`config.mk`:
```
export PLATFORM = sky130hd
export DESIGN_NAME = lidar_range_packet_decoder_flat
export DESIGN_NICKNAME = d
export VERILOG_FILES = /design/src/lrpd_pkg.sv /design/src/lrpd_req_if.sv /design/src/lrpd_rsp_if.sv /design/src/lidar_range_packet_decoder.sv /design/src/flat_wrapper.sv
export SDC_FILE = /design/constraint.sdc
export NUM_CORES = 1
export LEC_CHECK = 0
export BUFFER_PORTS_ARGS = -buffer_cell sky130_fd_sc_hd__buf_2
export CAP_MARGIN = 10
export CORE_MARGIN = 3
export CORE_UTILIZATION = 55
export CTS_CLUSTER_DIAMETER = 60
export DETAILED_ROUTE_END_ITERATION = 8
export PLACE_DENSITY = 0.76
export SLEW_MARGIN = 20
export SYNTH_ARGS = -nofsm -noshare
export SYNTH_HDL_FRONTEND = slang
export SYNTH_SLANG_ARGS = --single-unit
```
`constraint.sdc`:
```
create_clock -name clock -period 12.1 [get_ports clock]
set_clock_uncertainty 0.2 [all_clocks]
set_input_delay 1.815 -clock clock [delete_from_list [all_inputs] [get_ports clock]]
set_output_delay 1.815 -clock clock [all_outputs]
set_load 0.02 [all_outputs]
```
`src/lrpd_pkg.sv`:
```
// Shared constants, field widths and the checksum fold for the range packet decoder.
// No dependencies; compiled first.
package lrpd_pkg;

   localparam int unsigned BYTE_W   = 8;
   localparam int unsigned ANGLE_W  = 9;
   localparam int unsigned DIST_W   = 14;
   localparam int unsigned WORD_W   = 16;
   localparam int unsigned POS_W    = 5;
   localparam int unsigned SLOT_W   = 2;
   localparam int unsigned READINGS = 4;
   // ten words weighted by 2^9 down to 2^0 stay below 2^26
   localparam int unsigned ACC_W    = 26;
   localparam int unsigned CHK_W    = 15;

   localparam logic [BYTE_W-1:0] SYNC_BYTE = 8'hFA;
   localparam logic [BYTE_W-1:0] INDEX_LO  = 8'hA0;
   localparam logic [BYTE_W-1:0] INDEX_HI  = 8'hF9;

   localparam logic [POS_W-1:0] POS_SYNC      = 5'd0;
   localparam logic [POS_W-1:0] POS_INDEX     = 5'd1;
   localparam logic [POS_W-1:0] POS_PAYLOAD   = 5'd2;
   localparam logic [POS_W-1:0] POS_SPEED_HI  = 5'd3;
   localparam logic [POS_W-1:0] POS_READ_HI   = 5'd5;
   localparam logic [POS_W-1:0] POS_CHK_LAST  = 5'd19;
   localparam logic [POS_W-1:0] POS_LAST      = 5'd21;

   localparam logic [SLOT_W-1:0] SLOT_LAST = 2'd3;

   // end-around fold of the shift-and-add accumulator to 15 bits
   function automatic logic [CHK_W-1:0] fold_checksum(input logic [ACC_W-1:0] acc);
      logic [CHK_W:0] sum;
      sum = {1'b0, acc[CHK_W-1:0]} + {{(2*CHK_W+1-ACC_W){1'b0}}, acc[ACC_W-1:CHK_W]};
      return sum[CHK_W-1:0];
   endfunction

endpackage

```
`src/lrpd_req_if.sv`:
```
// Byte input channel: valid/ready handshake carrying one received serial byte.
// Depends on lrpd_pkg.
interface lrpd_req_if;
   logic                         valid;
   logic                         ready;
   logic [lrpd_pkg::BYTE_W-1:0]  rx_byte;

   modport source (output valid, output rx_byte, input ready);
   modport sink   (input valid, input rx_byte, output ready);
endinterface

```
`src/lrpd_rsp_if.sv`:
```
// Reading output channel: valid/ready handshake carrying one decoded range reading.
// Depends on lrpd_pkg.
interface lrpd_rsp_if;
   logic                          valid;
   logic                          ready;
   logic [lrpd_pkg::ANGLE_W-1:0]  angle_deg;
   logic [lrpd_pkg::DIST_W-1:0]   distance_mm;
   logic [lrpd_pkg::WORD_W-1:0]   signal_strength;
   logic [lrpd_pkg::WORD_W-1:0]   speed_raw;
   logic                          last_of_packet;

   modport source (output valid, output angle_deg, output distance_mm,
                   output signal_strength, output speed_raw, output last_of_packet,
                   input ready);
   modport sink   (input valid, input angle_deg, input distance_mm,
                   input signal_strength, input speed_raw, input last_of_packet,
                   output ready);
endinterface

```
`src/lidar_range_packet_decoder.sv`:
```
// Range packet decoder top level: byte framing, running checksum and reading drain.
// Depends on lrpd_pkg, lrpd_req_if, lrpd_rsp_if.
//
//   channel  | dir | word                      | handshake
//   ---------+-----+---------------------------+----------------
//   req_ch   | in  | rx_byte (8b)              | valid & ready
//   rsp_ch   | out | angle, distance, strength,| valid & ready
//            |     | speed, last_of_packet     |
//
// One byte per cycle: a byte is taken in the cycle it is offered unless the stall
// below applies; framing, field capture and the shift-and-add checksum all update
// in that single cycle.
// A good 22-byte packet is copied into an output bank when its last byte is taken;
// the first word shows the next cycle and the four words drain one per cycle while
// rsp_ch.ready is high, as the next packet's bytes keep arriving.
// req_ch.ready drops only while framing waits for the final byte of a packet and
// the output bank still holds undrained words; it rises the cycle after the bank's
// last word is taken.
// Reset (synchronous, active high) returns framing to sync search and empties
// the output bank.
module lidar_range_packet_decoder (
   input  logic             clock,
   input  logic             reset,
   lrpd_req_if.sink         req_ch,
   lrpd_rsp_if.source       rsp_ch
);

   // framing and checksum
   logic [lrpd_pkg::POS_W-1:0]   pos_ff, pos_in;
   logic [lrpd_pkg::ACC_W-1:0]   acc_ff, acc_in;
   logic [lrpd_pkg::BYTE_W-1:0]  lo_ff, lo_in;      // low byte of the word in flight

   // fields of the packet being received
   logic [lrpd_pkg::BYTE_W-1:0]  index_ff, index_in;
   logic [lrpd_pkg::WORD_W-1:0]  speed_ff, speed_in;
   logic [lrpd_pkg::DIST_W-1:0]  dist_ff  [lrpd_pkg::READINGS];
   logic [lrpd_pkg::DIST_W-1:0]  dist_in  [lrpd_pkg::READINGS];
   logic [lrpd_pkg::WORD_W-1:0]  inten_ff [lrpd_pkg::READINGS];
   logic [lrpd_pkg::WORD_W-1:0]  inten_in [lrpd_pkg::READINGS];

   // output bank of the last good packet
   logic                         pend_ff, pend_in;
   logic [lrpd_pkg::SLOT_W-1:0]  slot_ff, slot_in;
   logic [lrpd_pkg::BYTE_W-1:0]  oindex_ff, oindex_in;
   logic [lrpd_pkg::WORD_W-1:0]  ospeed_ff, ospeed_in;
   logic [lrpd_pkg::DIST_W-1:0]  odist_ff  [lrpd_pkg::READINGS];
   logic [lrpd_pkg::DIST_W-1:0]  odist_in  [lrpd_pkg::READINGS];
   logic [lrpd_pkg::WORD_W-1:0]  ointen_ff [lrpd_pkg::READINGS];
   logic [lrpd_pkg::WORD_W-1:0]  ointen_in [lrpd_pkg::READINGS];

   logic                          req_take;
   logic                          rsp_take;
   logic [lrpd_pkg::BYTE_W-1:0]   c;
   logic [lrpd_pkg::WORD_W-1:0]   word;
   logic [lrpd_pkg::SLOT_W-1:0]   rd_slot;
   logic                          chk_good;
   logic [lrpd_pkg::BYTE_W-1:0]   angle_base;

   assign c        = req_ch.rx_byte;
   assign word     = {c, lo_ff};
   // readings start at byte 4; odd position p belongs to slot p[4:2]-1
   assign rd_slot  = lrpd_pkg::SLOT_W'(pos_ff[4:2] - 3'd1);
   assign chk_good = (word == {1'b0, lrpd_pkg::fold_checksum(acc_ff)});

   // last byte waits until the bank has drained
   assign req_ch.ready = !((pos_ff == lrpd_pkg::POS_LAST) && pend_ff);
   assign req_take     = req_ch.valid && req_ch.ready;
   assign rsp_take     = rsp_ch.valid && rsp_ch.ready;

   always_comb begin
      pos_in    = pos_ff;
      acc_in    = acc_ff;
      lo_in     = lo_ff;
      index_in  = index_ff;
      speed_in  = speed_ff;
      dist_in   = dist_ff;
      inten_in  = inten_ff;
      pend_in   = pend_ff;
      slot_in   = slot_ff;
      oindex_in = oindex_ff;
      ospeed_in = ospeed_ff;
      odist_in  = odist_ff;
      ointen_in = ointen_ff;

      if (rsp_take) begin
         slot_in = slot_ff + 2'd1;
         if (slot_ff == lrpd_pkg::SLOT_LAST) begin
            pend_in = 1'b0;
         end
      end

      if (req_take) begin
         case (pos_ff)
            lrpd_pkg::POS_SYNC: begin
               pos_in = (c == lrpd_pkg::SYNC_BYTE) ? lrpd_pkg::POS_INDEX : lrpd_pkg::POS_SYNC;
            end
            lrpd_pkg::POS_INDEX: begin
               if ((c >= lrpd_pkg::INDEX_LO) && (c <= lrpd_pkg::INDEX_HI)) begin
                  pos_in   = lrpd_pkg::POS_PAYLOAD;
                  index_in = c;
                  // first word is always {index, sync}
                  acc_in   = {{(lrpd_pkg::ACC_W-lrpd_pkg::WORD_W){1'b0}}, c, lrpd_pkg::SYNC_BYTE};
               end else if (c != lrpd_pkg::SYNC_BYTE) begin
                  pos_in = lrpd_pkg::POS_SYNC;
               end
            end
            default: begin
               lo_in = c;
               if (pos_ff == lrpd_pkg::POS_LAST) begin
                  pos_in = lrpd_pkg::POS_SYNC;
                  if (chk_good) begin
                     pend_in   = 1'b1;
                     slot_in   = '0;
                     oindex_in = index_ff;
                     ospeed_in = speed_ff;
                     odist_in  = dist_ff;
                     ointen_in = inten_ff;
                  end
               end else begin
                  pos_in = pos_ff + 5'd1;
                  if (pos_ff[0] && (pos_ff <= lrpd_pkg::POS_CHK_LAST)) begin
                     acc_in = {acc_ff[lrpd_pkg::ACC_W-2:0], 1'b0}
                            + {{(lrpd_pkg::ACC_W-lrpd_pkg::WORD_W){1'b0}}, word};
                     if (pos_ff == lrpd_pkg::POS_SPEED_HI) begin
                        speed_in = word;
                     end else if (pos_ff >= lrpd_pkg::POS_READ_HI) begin
                        if (pos_ff[1]) begin
                           inten_in[rd_slot] = word;
                        end else begin
                           dist_in[rd_slot] = word[lrpd_pkg::DIST_W-1:0];
                        end
                     end
                  end
               end
            end
         endcase
      end
   end

   always_ff @(posedge clock) begin
      if (reset) begin
         pos_ff  <= lrpd_pkg::POS_SYNC;
         pend_ff <= 1'b0;
         slot_ff <= '0;
      end else begin
         pos_ff  <= pos_in;
         pend_ff <= pend_in;
         slot_ff <= slot_in;
      end
   end

   // payload registers, no reset needed
   always_ff @(posedge clock) begin
      acc_ff    <= acc_in;
      lo_ff     <= lo_in;
      index_ff  <= index_in;
      speed_ff  <= speed_in;
      dist_ff   <= dist_in;
      inten_ff  <= inten_in;
      oindex_ff <= oindex_in;
      ospeed_ff <= ospeed_in;
      odist_ff  <= odist_in;
      ointen_ff <= ointen_in;
   end

   // angle = (index - 0xA0) * 4 + slot; index - 0xA0 fits in 7 bits
   assign angle_base = oindex_ff - lrpd_pkg::INDEX_LO;

   assign rsp_ch.valid           = pend_ff;
   assign rsp_ch.angle_deg       = {angle_base[lrpd_pkg::ANGLE_W-lrpd_pkg::SLOT_W-1:0], slot_ff};
   assign rsp_ch.distance_mm     = odist_ff[slot_ff];
   assign rsp_ch.signal_strength = ointen_ff[slot_ff];
   assign rsp_ch.speed_raw       = ospeed_ff;
   assign rsp_ch.last_of_packet  = (slot_ff == lrpd_pkg::SLOT_LAST);

endmodule

```
`src/flat_wrapper.sv`:
```
// flat-port wrapper written by rule: the top's interface ports become plain ports
module lidar_range_packet_decoder_flat 
  (clock, reset, req_ch_valid, req_ch_rx_byte, req_ch_ready, rsp_ch_valid, rsp_ch_angle_deg, rsp_ch_distance_mm, rsp_ch_signal_strength, rsp_ch_speed_raw, rsp_ch_last_of_packet, rsp_ch_ready);
  lrpd_req_if req_ch_i ();
  lrpd_rsp_if rsp_ch_i ();
  input  logic clock;
  input  logic reset;
  input wire logic [$bits(req_ch_i.valid)-1:0] req_ch_valid;
  input wire logic [$bits(req_ch_i.rx_byte)-1:0] req_ch_rx_byte;
  output wire logic [$bits(req_ch_i.ready)-1:0] req_ch_ready;
  output wire logic [$bits(rsp_ch_i.valid)-1:0] rsp_ch_valid;
  output wire logic [$bits(rsp_ch_i.angle_deg)-1:0] rsp_ch_angle_deg;
  output wire logic [$bits(rsp_ch_i.distance_mm)-1:0] rsp_ch_distance_mm;
  output wire logic [$bits(rsp_ch_i.signal_strength)-1:0] rsp_ch_signal_strength;
  output wire logic [$bits(rsp_ch_i.speed_raw)-1:0] rsp_ch_speed_raw;
  output wire logic [$bits(rsp_ch_i.last_of_packet)-1:0] rsp_ch_last_of_packet;
  input wire logic [$bits(rsp_ch_i.ready)-1:0] rsp_ch_ready;
  assign req_ch_i.valid = req_ch_valid;
  assign req_ch_i.rx_byte = req_ch_rx_byte;
  assign req_ch_ready = req_ch_i.ready;
  assign rsp_ch_valid = rsp_ch_i.valid;
  assign rsp_ch_angle_deg = rsp_ch_i.angle_deg;
  assign rsp_ch_distance_mm = rsp_ch_i.distance_mm;
  assign rsp_ch_signal_strength = rsp_ch_i.signal_strength;
  assign rsp_ch_speed_raw = rsp_ch_i.speed_raw;
  assign rsp_ch_last_of_packet = rsp_ch_i.last_of_packet;
  assign rsp_ch_i.ready = rsp_ch_ready;
  lidar_range_packet_decoder u_core (.clock(clock), .reset(reset), .req_ch(req_ch_i), .rsp_ch(rsp_ch_i));
endmodule
```
==> results of run 1 <==
==> cells by family after synthesis <==
| kind of cell | share of synthesized area [%] |
|---|---|
| flip-flops | 75.0 |
| AND/OR/NAND/NOR | 6.61 |
| AO/OA/AOI/OAI | 5.90 |
| XOR/XNOR | 2.49 |
| buffers and inverters | 1.24 |
| multiplexers | 5.62 |
| adder cells (fa/ha/maj) | 3.19 |
==> report_power, final <==
| group | internal [mW] | switching, mW | leakage [nW] | total, mW |
|---|---|---|---|---|
| Clock | 0.539 | 0.421 | 0.498 | 0.960 |
| Sequential | 1.24 | 0.0100 | 2.94 | 1.25 |
| Combinational | 0.0300 | 0.0537 | 1.51 | 0.0837 |
| Total | 1.81 | 0.485 | 4.95 | 2.30 |
==> cell type report <==
cell class                 instances  area [um2]
clock inverter                    17         134
inverter                          13        48.8
tap                              313         392
sequential                       328        9770
fill                            1611        8170
clock buffer                      41         898
multi-input combinational        383        3130
antenna                            1        2.50
timing repair buffer              81         435
==> cell usage in the layout (no fill, tap or decap), types with 3 or more instances in the layout <==
master and instances:
clkbuf_16 35, inv_1 13, nand3b_1 3, mux2i_1 3, clkbuf_1 6, a211oi_1 7
nand4b_1 3, nand4_1 6, xor2_1 21, xnor2_1 16, nand2_1 39, a21oi_1 35
buf_4 12, mux4_2 30, dfxtp_1 7, buf_2 69, and2_1 4, ha_1 30
nand3_1 15, inv_8 4, edfxtp_1 320, a31oi_1 3, clkinv_1 6, nand2b_1 8
and3_1 4, nor3_1 11, o21a_1 5, nor2b_1 6, nor2_1 34, or3_1 9
a21o_1 8, o21ai_0 25
==> state kept, by name, indices dropped and copies added, names as in the netlist, 8 cells and up <==
register	count
u_core.inten_ff	64
u_core.ointen_ff	64
u_core.dist_ff	56
u_core.odist_ff	56
u_core.acc_ff	26
u_core.rsp_ch.speed_raw	16
u_core.speed_ff	16
u_core.lo_ff	8
==> final timing paths <==
check / startpoint / end / slack (ns)
worst max-delay path: req_ch_rx_byte[4] / u_core.ointen_ff[19] / 6.83
worst min-delay path: u_core.inten_ff[46] / u_core.ointen_ff[46] / 0.21
worst max register to register: u_core.acc_ff[15] / u_core.ointen_ff[19] / 7.14
worst min register to register: u_core.inten_ff[46] / u_core.ointen_ff[46] / 0.21
==> per-stage QoR <==
stage / worst slack (ns) / hold WS [ns]
after global placement: 6.47 / 0.201
after detailed placement: 6.34 / 0.205
after CTS: 6.85 / 0.204
final: 6.83 / 0.207
after floorplan: 0.648 / 0.200
after global routing: 6.59 / 0.217
==> worst reg2reg max path: cells and delay by family (launching register included) <==
kind | cells | cell delay [ns]
AND/OR/NAND/NOR | 2 | 0.54
AO/OA/AOI/OAI | 4 | 0.68
flip-flops | 1 | 0.50
adder cells (fa/ha/maj) | 2 | 0.67
multiplexers | 1 | 0.32
buffers and inverters | 2 | 1.66
==> per-layer routing <==
metal | track usage [%] | up-vias | wire [um]
met5 | 0 | - | 0
met4 | 6.67 | 0 | 711
met3 | 4.05 | 54 | 1650
met2 | 37.5 | 239 | 14000
met1 | 27.5 | 3461 | 10900
li1 | - | 3126 | -
==> results.json, run 1 <==
{
  "finish.instance_area_um2": 14800,
  "slowest_stage": "buf_4",
  "ant_nets": 0,
  "drc": 0,
  "syn_nets": 791,
  "die_h_um": 160,
  "hold_path_class": "flip-flop to flip-flop",
  "p_per_area_nw_per_um2": 155,
  "synthCells": 747,
  "drt-initial-drc-count": 600,
  "ir_drop_mv": 0.106,
  "dpl.hpwl_um": 16700,
  "max_slew_margin_pct": 28.8,
  "cts_root_buffer": "clkbuf_16",
  "cp_cell_sequence": "buf_2, xor2_1, o21ai_1, o21ai_0, mux2_4, nor4_2, o211ai_1, nor4b_4, buf_4, buf_4",
  "grtUsageTotal_pct": 21.5,
  "htreeDepth": 2,
  "finalCritPeriodShare_pct": 43.6,
  "grt_pass1_vias": 7185,
  "cts-resized-gates": 0,
  "place_congestion": 0.870,
  "fmaxAchievable_mhz": 190,
  "start_kind": "input port",
  "hold_depth": 0,
  "maxSlewViolCount": 0,
  "p_leak_nw": 4.95,
  "status": "complete, no violations",
  "setup_tns_ns": 0,
  "path_max_fanout": 74,
  "via_per_inst": 5.85,
  "utilization_pct": 64.4,
  "max_cap_viol_count": 0,
  "cts_hold_buf": 0,
  "vias": 6880,
  "clk_latency_ns": 0.51,
  "max_stage_delay_ns": 0.84,
  "period_needed_ns": 5.27,
  "rows": 55,
  "design.die.area_um2": 25600,
  "synth-edff-count": 320,
  "cp_top_family": "buffers and inverters",
  "place_area_um2": 13800,
  "avgSynthCellArea_um2": 17.4,
  "reg2regPathDepth": 11,
  "path_class": "input port to flip-flop",
  "yosysMostFrequentCell": "edfxtp_1",
  "antenna_found_initial": 1,
  "clk_pin_slew_ns": 0.06,
  "yosysSeqAreaShare_pct": 75.0,
  "hold_viol": 0,
  "cts.sinks": 328,
  "setup_violations": 0,
  "cp.depth": 10,
  "synthFlopType": "edfxtp_1",
  "ys_async_sr_fraction_pct": 0,
  "end_kind": "flip-flop",
  "finalPower_mw": 2.30,
  "cts_buffers": 34,
  "ys_top_cells_by_area": "edfxtp_1, mux4_2, ha_1",
  "yosysTopAreaCell": "edfxtp_1",
  "tightest_slew_ns": 1.07,
  "cts_tree": "done",
  "synth_seq_cells": 328,
  "syn_area_um2": 13000,
  "routedWlPerCell_um": 23.1,
  "fin_nets": 885,
  "yosysWarnings": 0,
  "place_inst": 1118,
  "drive_above_1_share_pct": 21.3,
  "core-area_um2": 23000,
  "drt_pre_antenna_iters": 5,
  "grt_pass1_wl_um": 41700,
  "cpMostUsedCell": "buf_4",
  "cts_buffer_depth": 3,
  "ioPinCount": 70,
  "rsz0062_at_grt": "false",
  "grt_overflow": 0,
  "final_cells": 1177,
  "yosysTopAreaCellShare_pct": 73.7,
  "cts_setup_buffers": 0,
  "synthTopCellsByCount": "edfxtp_1, nand2_1, nor2_1, a21oi_1",
  "start_util_pct": 56.7,
  "area_delta_synth_final_pct": 13.7,
  "die_w_um": 160,
  "required_ns": 12.02,
  "arrival_ns": 5.19,
  "grt_max_degree": 75,
  "path_buf_inv": 3,
  "port_buffers": 69,
  "synth.distinct_cells": 70,
  "finalWirelength_um": 27200
}
Note: power is estimated with default switching activity, not from simulation.
==> run 2, diff against run 1 <==
- clock period: 12.1 -> 4.8 ns (I/O delays scaled with it)
==> results.json, run 2 (same netlist as run 1, synthesis figures left out) <==
{
  "reg_top3": "u_core.inten_ff x64, u_core.ointen_ff x64",
  "critPathLaunch": "u_core.pos_ff[1]",
  "reg2reg_setup_slack_ns": 0.83,
  "setup_violations": 0,
  "diodes": 0,
  "die_w_um": 160,
  "r2r_start": "u_core.pos_ff[1]",
  "ir_drop_mv": 0.202,
  "fmaxAchievable_mhz": 252,
  "dpl.hpwl_um": 16600,
  "via_per_inst": 5.91,
  "routedWlPerCell_um": 22.6,
  "grt_pass1_wl_um": 41200,
  "drive_above_1_share_pct": 22.0,
  "path_class": "flip-flop to flip-flop",
  "port_buffers": 69,
  "place_congestion": 0.912,
  "worst_slack_ns": 0.829,
  "grt_overflow": 0,
  "drt-initial-drc-count": 498,
  "finalCritPeriodShare_pct": 82.7,
  "hold_path_class": "flip-flop to flip-flop",
  "most-common-layout-cells": "edfxtp_1, buf_2, nand2_1",
  "pre_cts_ws_ns": 0.899,
  "finalWirelength_um": 26600,
  "required_ns": 4.79,
  "cts_tree": "done",
  "p_per_area_nw_per_um2": 393,
  "status": "complete, no violations",
  "hold_viol": 0,
  "die_h_um": 160,
  "worstReg2RegEnd": "u_core.dist_ff[41]",
  "maxSlewViolCount": 0,
  "ioPinCount": 70,
  "cts_hold_buf": 0,
  "design.die.area_um2": 25600,
  "core-area_um2": 23000,
  "start_kind": "flip-flop",
  "drc": 0,
  "cts_root_buffer": "clkbuf_16",
  "vias": 6952,
  "start_util_pct": 56.7,
  "fin_nets": 887,
  "seq_area_um2": 9770,
  "max_cap_viol_count": 0,
  "cts-resized-gates": 0,
  "grt_max_degree": 137,
  "period_needed_ns": 3.97,
  "antenna_found_initial": 0,
  "reg2regPathDepth": 9,
  "htreeDepth": 2,
  "grtUsageTotal_pct": 21.0,
  "arrival_ns": 3.96,
  "grt_pass1_vias": 7177,
  "grt.busiest_layer": "met2",
  "use_met1_pct": 26.9,
  "clk_latency_ns": 0.49,
  "p_leak_nw": 4.98,
  "drt_pre_antenna_iters": 5,
  "setup_tns_ns": 0,
  "cts.sinks": 328,
  "clk_pin_slew_ns": 0.06,
  "endpoint": "u_core.dist_ff[41]",
  "end_kind": "flip-flop",
  "rsz0062_at_grt": "false",
  "met2_usage_pct": 36.3,
  "place_area_um2": 13800,
  "multi_input_area_um2": 3130,
  "area_delta_synth_final_pct": 14.0,
  "max_slew_margin_pct": 27.9,
  "rows": 55,
  "cts_buffer_depth": 3,
  "whs_ns": 0.206,
  "finish.instance_area_um2": 14900,
  "path_max_fanout": 9,
  "cts_buffers": 34,
  "ant_nets": 0,
  "fillers": 1579,
  "finalPower_mw": 5.83,
  "layout_commonest_cell": "edfxtp_1",
  "tightest_slew_ns": 1.08,
  "cts_setup_buffers": 0,
  "grt_use_met3_pct": 4.18
}
[run 2: worst min-delay path by stage]
| stage | endpoint | startpoint | cells past startpoint |
|---|---|---|---|
| 2_1_floorplan | u_core.odist_ff[0] | u_core.dist_ff[0] | 0 |
| 3_3_place_gp | u_core.ointen_ff[53] | u_core.inten_ff[53] | 0 |
| 3_5_place_dp | u_core.odist_ff[14] | u_core.dist_ff[14] | 0 |
| 4_1_cts | u_core.odist_ff[36] | u_core.dist_ff[36] | 0 |
| 5_1_grt | u_core.odist_ff[51] | u_core.dist_ff[51] | 0 |
| 6_report | u_core.odist_ff[36] | u_core.dist_ff[36] | 0 |
[run 2: final cells by class]
| cell class | count | share of cell area (%) |
|---|---|---|
| multi-input combinational | 383 | 21.1 |
| tap | 313 | 2.64 |
| inverter | 13 | 0.328 |
| timing repair buffer | 83 | 3.12 |
| clock inverter | 19 | 1.08 |
| sequential | 328 | 65.8 |
| clock buffer | 38 | 5.97 |
[run 2: metal layers]
metal | vias up | wire length (um)
met2 | 261 | 13500
met3 | 66 | 1630
met4 | 0 | 801
met5 | - | 0
met1 | 3487 | 10700
li1 | 3138 | -
[run 2: worst max-delay path, stage by stage, from the launching register on]
cell,delay [ns]
dfxtp_1,0.48
inv_1,0.13
ha_1,0.27
and4b_1,0.27
a21boi_1,0.44
and2_1,0.44
nand2_1,0.12
or3_1,0.39
nor2_1,0.58
buf_4,0.33
[run 2: metrics by stage]
stage | util (%) | std cells
after global placement | 60.1 | 1120
after detailed placement | 60.1 | 1120
after floorplan | - | 747
after CTS | 64.6 | 1177
after global routing | 64.6 | 1177
final | 64.6 | 1177
[run 2: where the power goes]
group | total [mW] | internal, mW | switching, mW | leakage, nW
Combinational | 0.216 | 0.0774 | 0.139 | 1.52
Clock | 2.46 | 1.44 | 1.01 | 0.512
Sequential | 3.16 | 3.14 | 0.0230 | 2.94
Total | 5.83 | 4.66 | 1.18 | 4.98
==> run 3, diff against run 2 <==
- clock period: 4.8 -> 3.46 ns (I/O delays scaled with it)
==> results.json, run 3 (same netlist as run 1, synthesis figures left out) <==
{
  "status": "complete, no violations",
  "vias": 7216,
  "period_needed_ns": 3.45,
  "wl_met1_um": 11300,
  "layout_commonest_cell": "edfxtp_1",
  "clk_pin_slew_ns": 0.07,
  "grt_pass1_vias": 7445,
  "ant_nets": 0,
  "die_h_um": 160,
  "cts_tree": "done",
  "rsz0062_at_grt": "true",
  "place_inst": 1153,
  "grt_max_degree": 37,
  "rows": 55,
  "cts_buffer_depth": 3,
  "ioPinCount": 70,
  "multi_input_area_um2": 3130,
  "diodes": 0,
  "path_max_fanout": 25,
  "drc": 0,
  "drt-initial-drc-count": 802,
  "fmaxAchievable_mhz": 290,
  "place_congestion": 0.936,
  "cts.sinks": 328,
  "finalPower_mw": 8.50,
  "htreeDepth": 2,
  "p_leak_nw": 5.26,
  "hold_depth": 2,
  "hold_viol": 0,
  "core-area_um2": 23000,
  "drt_pre_antenna_iters": 5,
  "reg2regPathDepth": 11,
  "design.die.area_um2": 25600,
  "clk_latency_ns": 0.51,
  "required_ns": 3.47,
  "antenna_found_initial": 0,
  "fillers": 1519,
  "setup_violations": 0,
  "end_kind": "flip-flop",
  "wl_met2_um": 14400,
  "final_cells": 1217,
  "finalWirelength_um": 28100,
  "finalCritPeriodShare_pct": 99.7,
  "die_w_um": 160,
  "grt_overflow": 0,
  "tightest_slew_ns": 0.763,
  "port_buffers": 69,
  "fin_nets": 924,
  "seq_area_um2": 9770,
  "hold_path_class": "input port to flip-flop",
  "max_cap_viol_count": 0,
  "hp-start": "reset",
  "via_per_inst": 5.93,
  "p_per_area_nw_per_um2": 553,
  "reg2reg_setup_slack_ns": 0.01,
  "area_delta_synth_final_pct": 17.9,
  "cts_root_buffer": "clkbuf_16",
  "reg_top3": "u_core.inten_ff x64, u_core.ointen_ff x64",
  "arrival_ns": 3.46,
  "dpl.hpwl_um": 17700,
  "max_slew_margin_pct": 49.1,
  "worst_slack_ns": 0.0102,
  "path_class": "flip-flop to flip-flop",
  "r2r_start": "u_core.acc_ff[15]",
  "cts_buffers": 35,
  "most-common-layout-cells": "edfxtp_1, buf_2, buf_4",
  "start_kind": "flip-flop",
  "grtUsageTotal_pct": 22.0,
  "met3_length_um": 1750,
  "routedWlPerCell_um": 23.1,
  "pre_cts_ws_ns": -0.0429,
  "worstReg2RegEnd": "u_core.oindex_ff[2]",
  "drive_above_1_share_pct": 25.9,
  "whs_endpoint": "u_core.pos_ff[3]",
  "ir_drop_mv": 0.321,
  "grt_pass1_wl_um": 43200,
  "maxSlewViolCount": 0,
  "highest_layer": "met4",
  "setup_tns_ns": 0,
  "start_util_pct": 56.7
}
run 3: what timing repair did:
action,in CTS,in global routing
gates cloned,0,1
gates resized for setup,1,0
setup endpoints to repair,48,141
setup buffers,2,0
hold buffers,0,0
pin swaps,0,0
run 3: layout make-up:
type | instances | share of cell area (%)
Timing Repair Buffer | 119 | 5.50
Clock inverter | 22 | 1.89
Inverter | 13 | 0.318
Clock buffer | 39 | 5.80
Sequential cell | 328 | 63.6
Tap cell | 313 | 2.55
Multi-Input combinational cell | 383 | 20.4
run 3: worst max-delay path, cell delays in order, from the launching register on:
cell and delay [ns]:
edfxtp_1 0.42, ha_2 0.23, fa_2 0.35, a21o_1 0.21
a22oi_2 0.15, a21oi_2 0.12, mux2_4 0.32, nor4_2 0.26
o211ai_1 0.16, nor4b_4 0.31, buf_12 0.21, buf_12 0.20
run 3: how the worst max path moves through the flow:
stage / startpoint / to / depth (start not counted)
5_1_grt: u_core.acc_ff[15] / u_core.oindex_ff[0] / 11
6_report: u_core.acc_ff[15] / u_core.oindex_ff[2] / 11
3_5_place_dp: u_core.acc_ff[15] / u_core.ointen_ff[0] / 11
3_3_place_gp: u_core.acc_ff[0] / u_core.ointen_ff[53] / 11
4_1_cts: u_core.acc_ff[15] / u_core.ointen_ff[61] / 11
2_1_floorplan: u_core.acc_ff[15] / u_core.odist_ff[0] / 9
run 3: through the flow:
step	util [%]	hold slack (ns)	cell area [um2]
2_1_floorplan	-	0.200	13100
3_3_place_gp	61.5	0.200	14100
5_1_grt	66.9	0.0899	15400
6_report	66.9	0.0964	15400
4_1_cts	66.7	0.0718	15300
3_5_place_dp	61.5	0.205	14100
run 3: routing by layer:
metal / GRT usage [%] / up-vias
met4: 7.38 / 0
met3: 3.81 / 58
met2: 37.9 / 323
met5: 0 / -
li1: - / 3216
met1: 28.8 / 3619
run 3: power by group:
| part | switching, mW | internal (mW) | total, mW |
|---|---|---|---|
| clock network | 1.53 | 2.27 | 3.80 |
| logic | 0.221 | 0.123 | 0.344 |
| registers | 0.0146 | 4.35 | 4.36 |
| total | 1.76 | 6.74 | 8.50 |
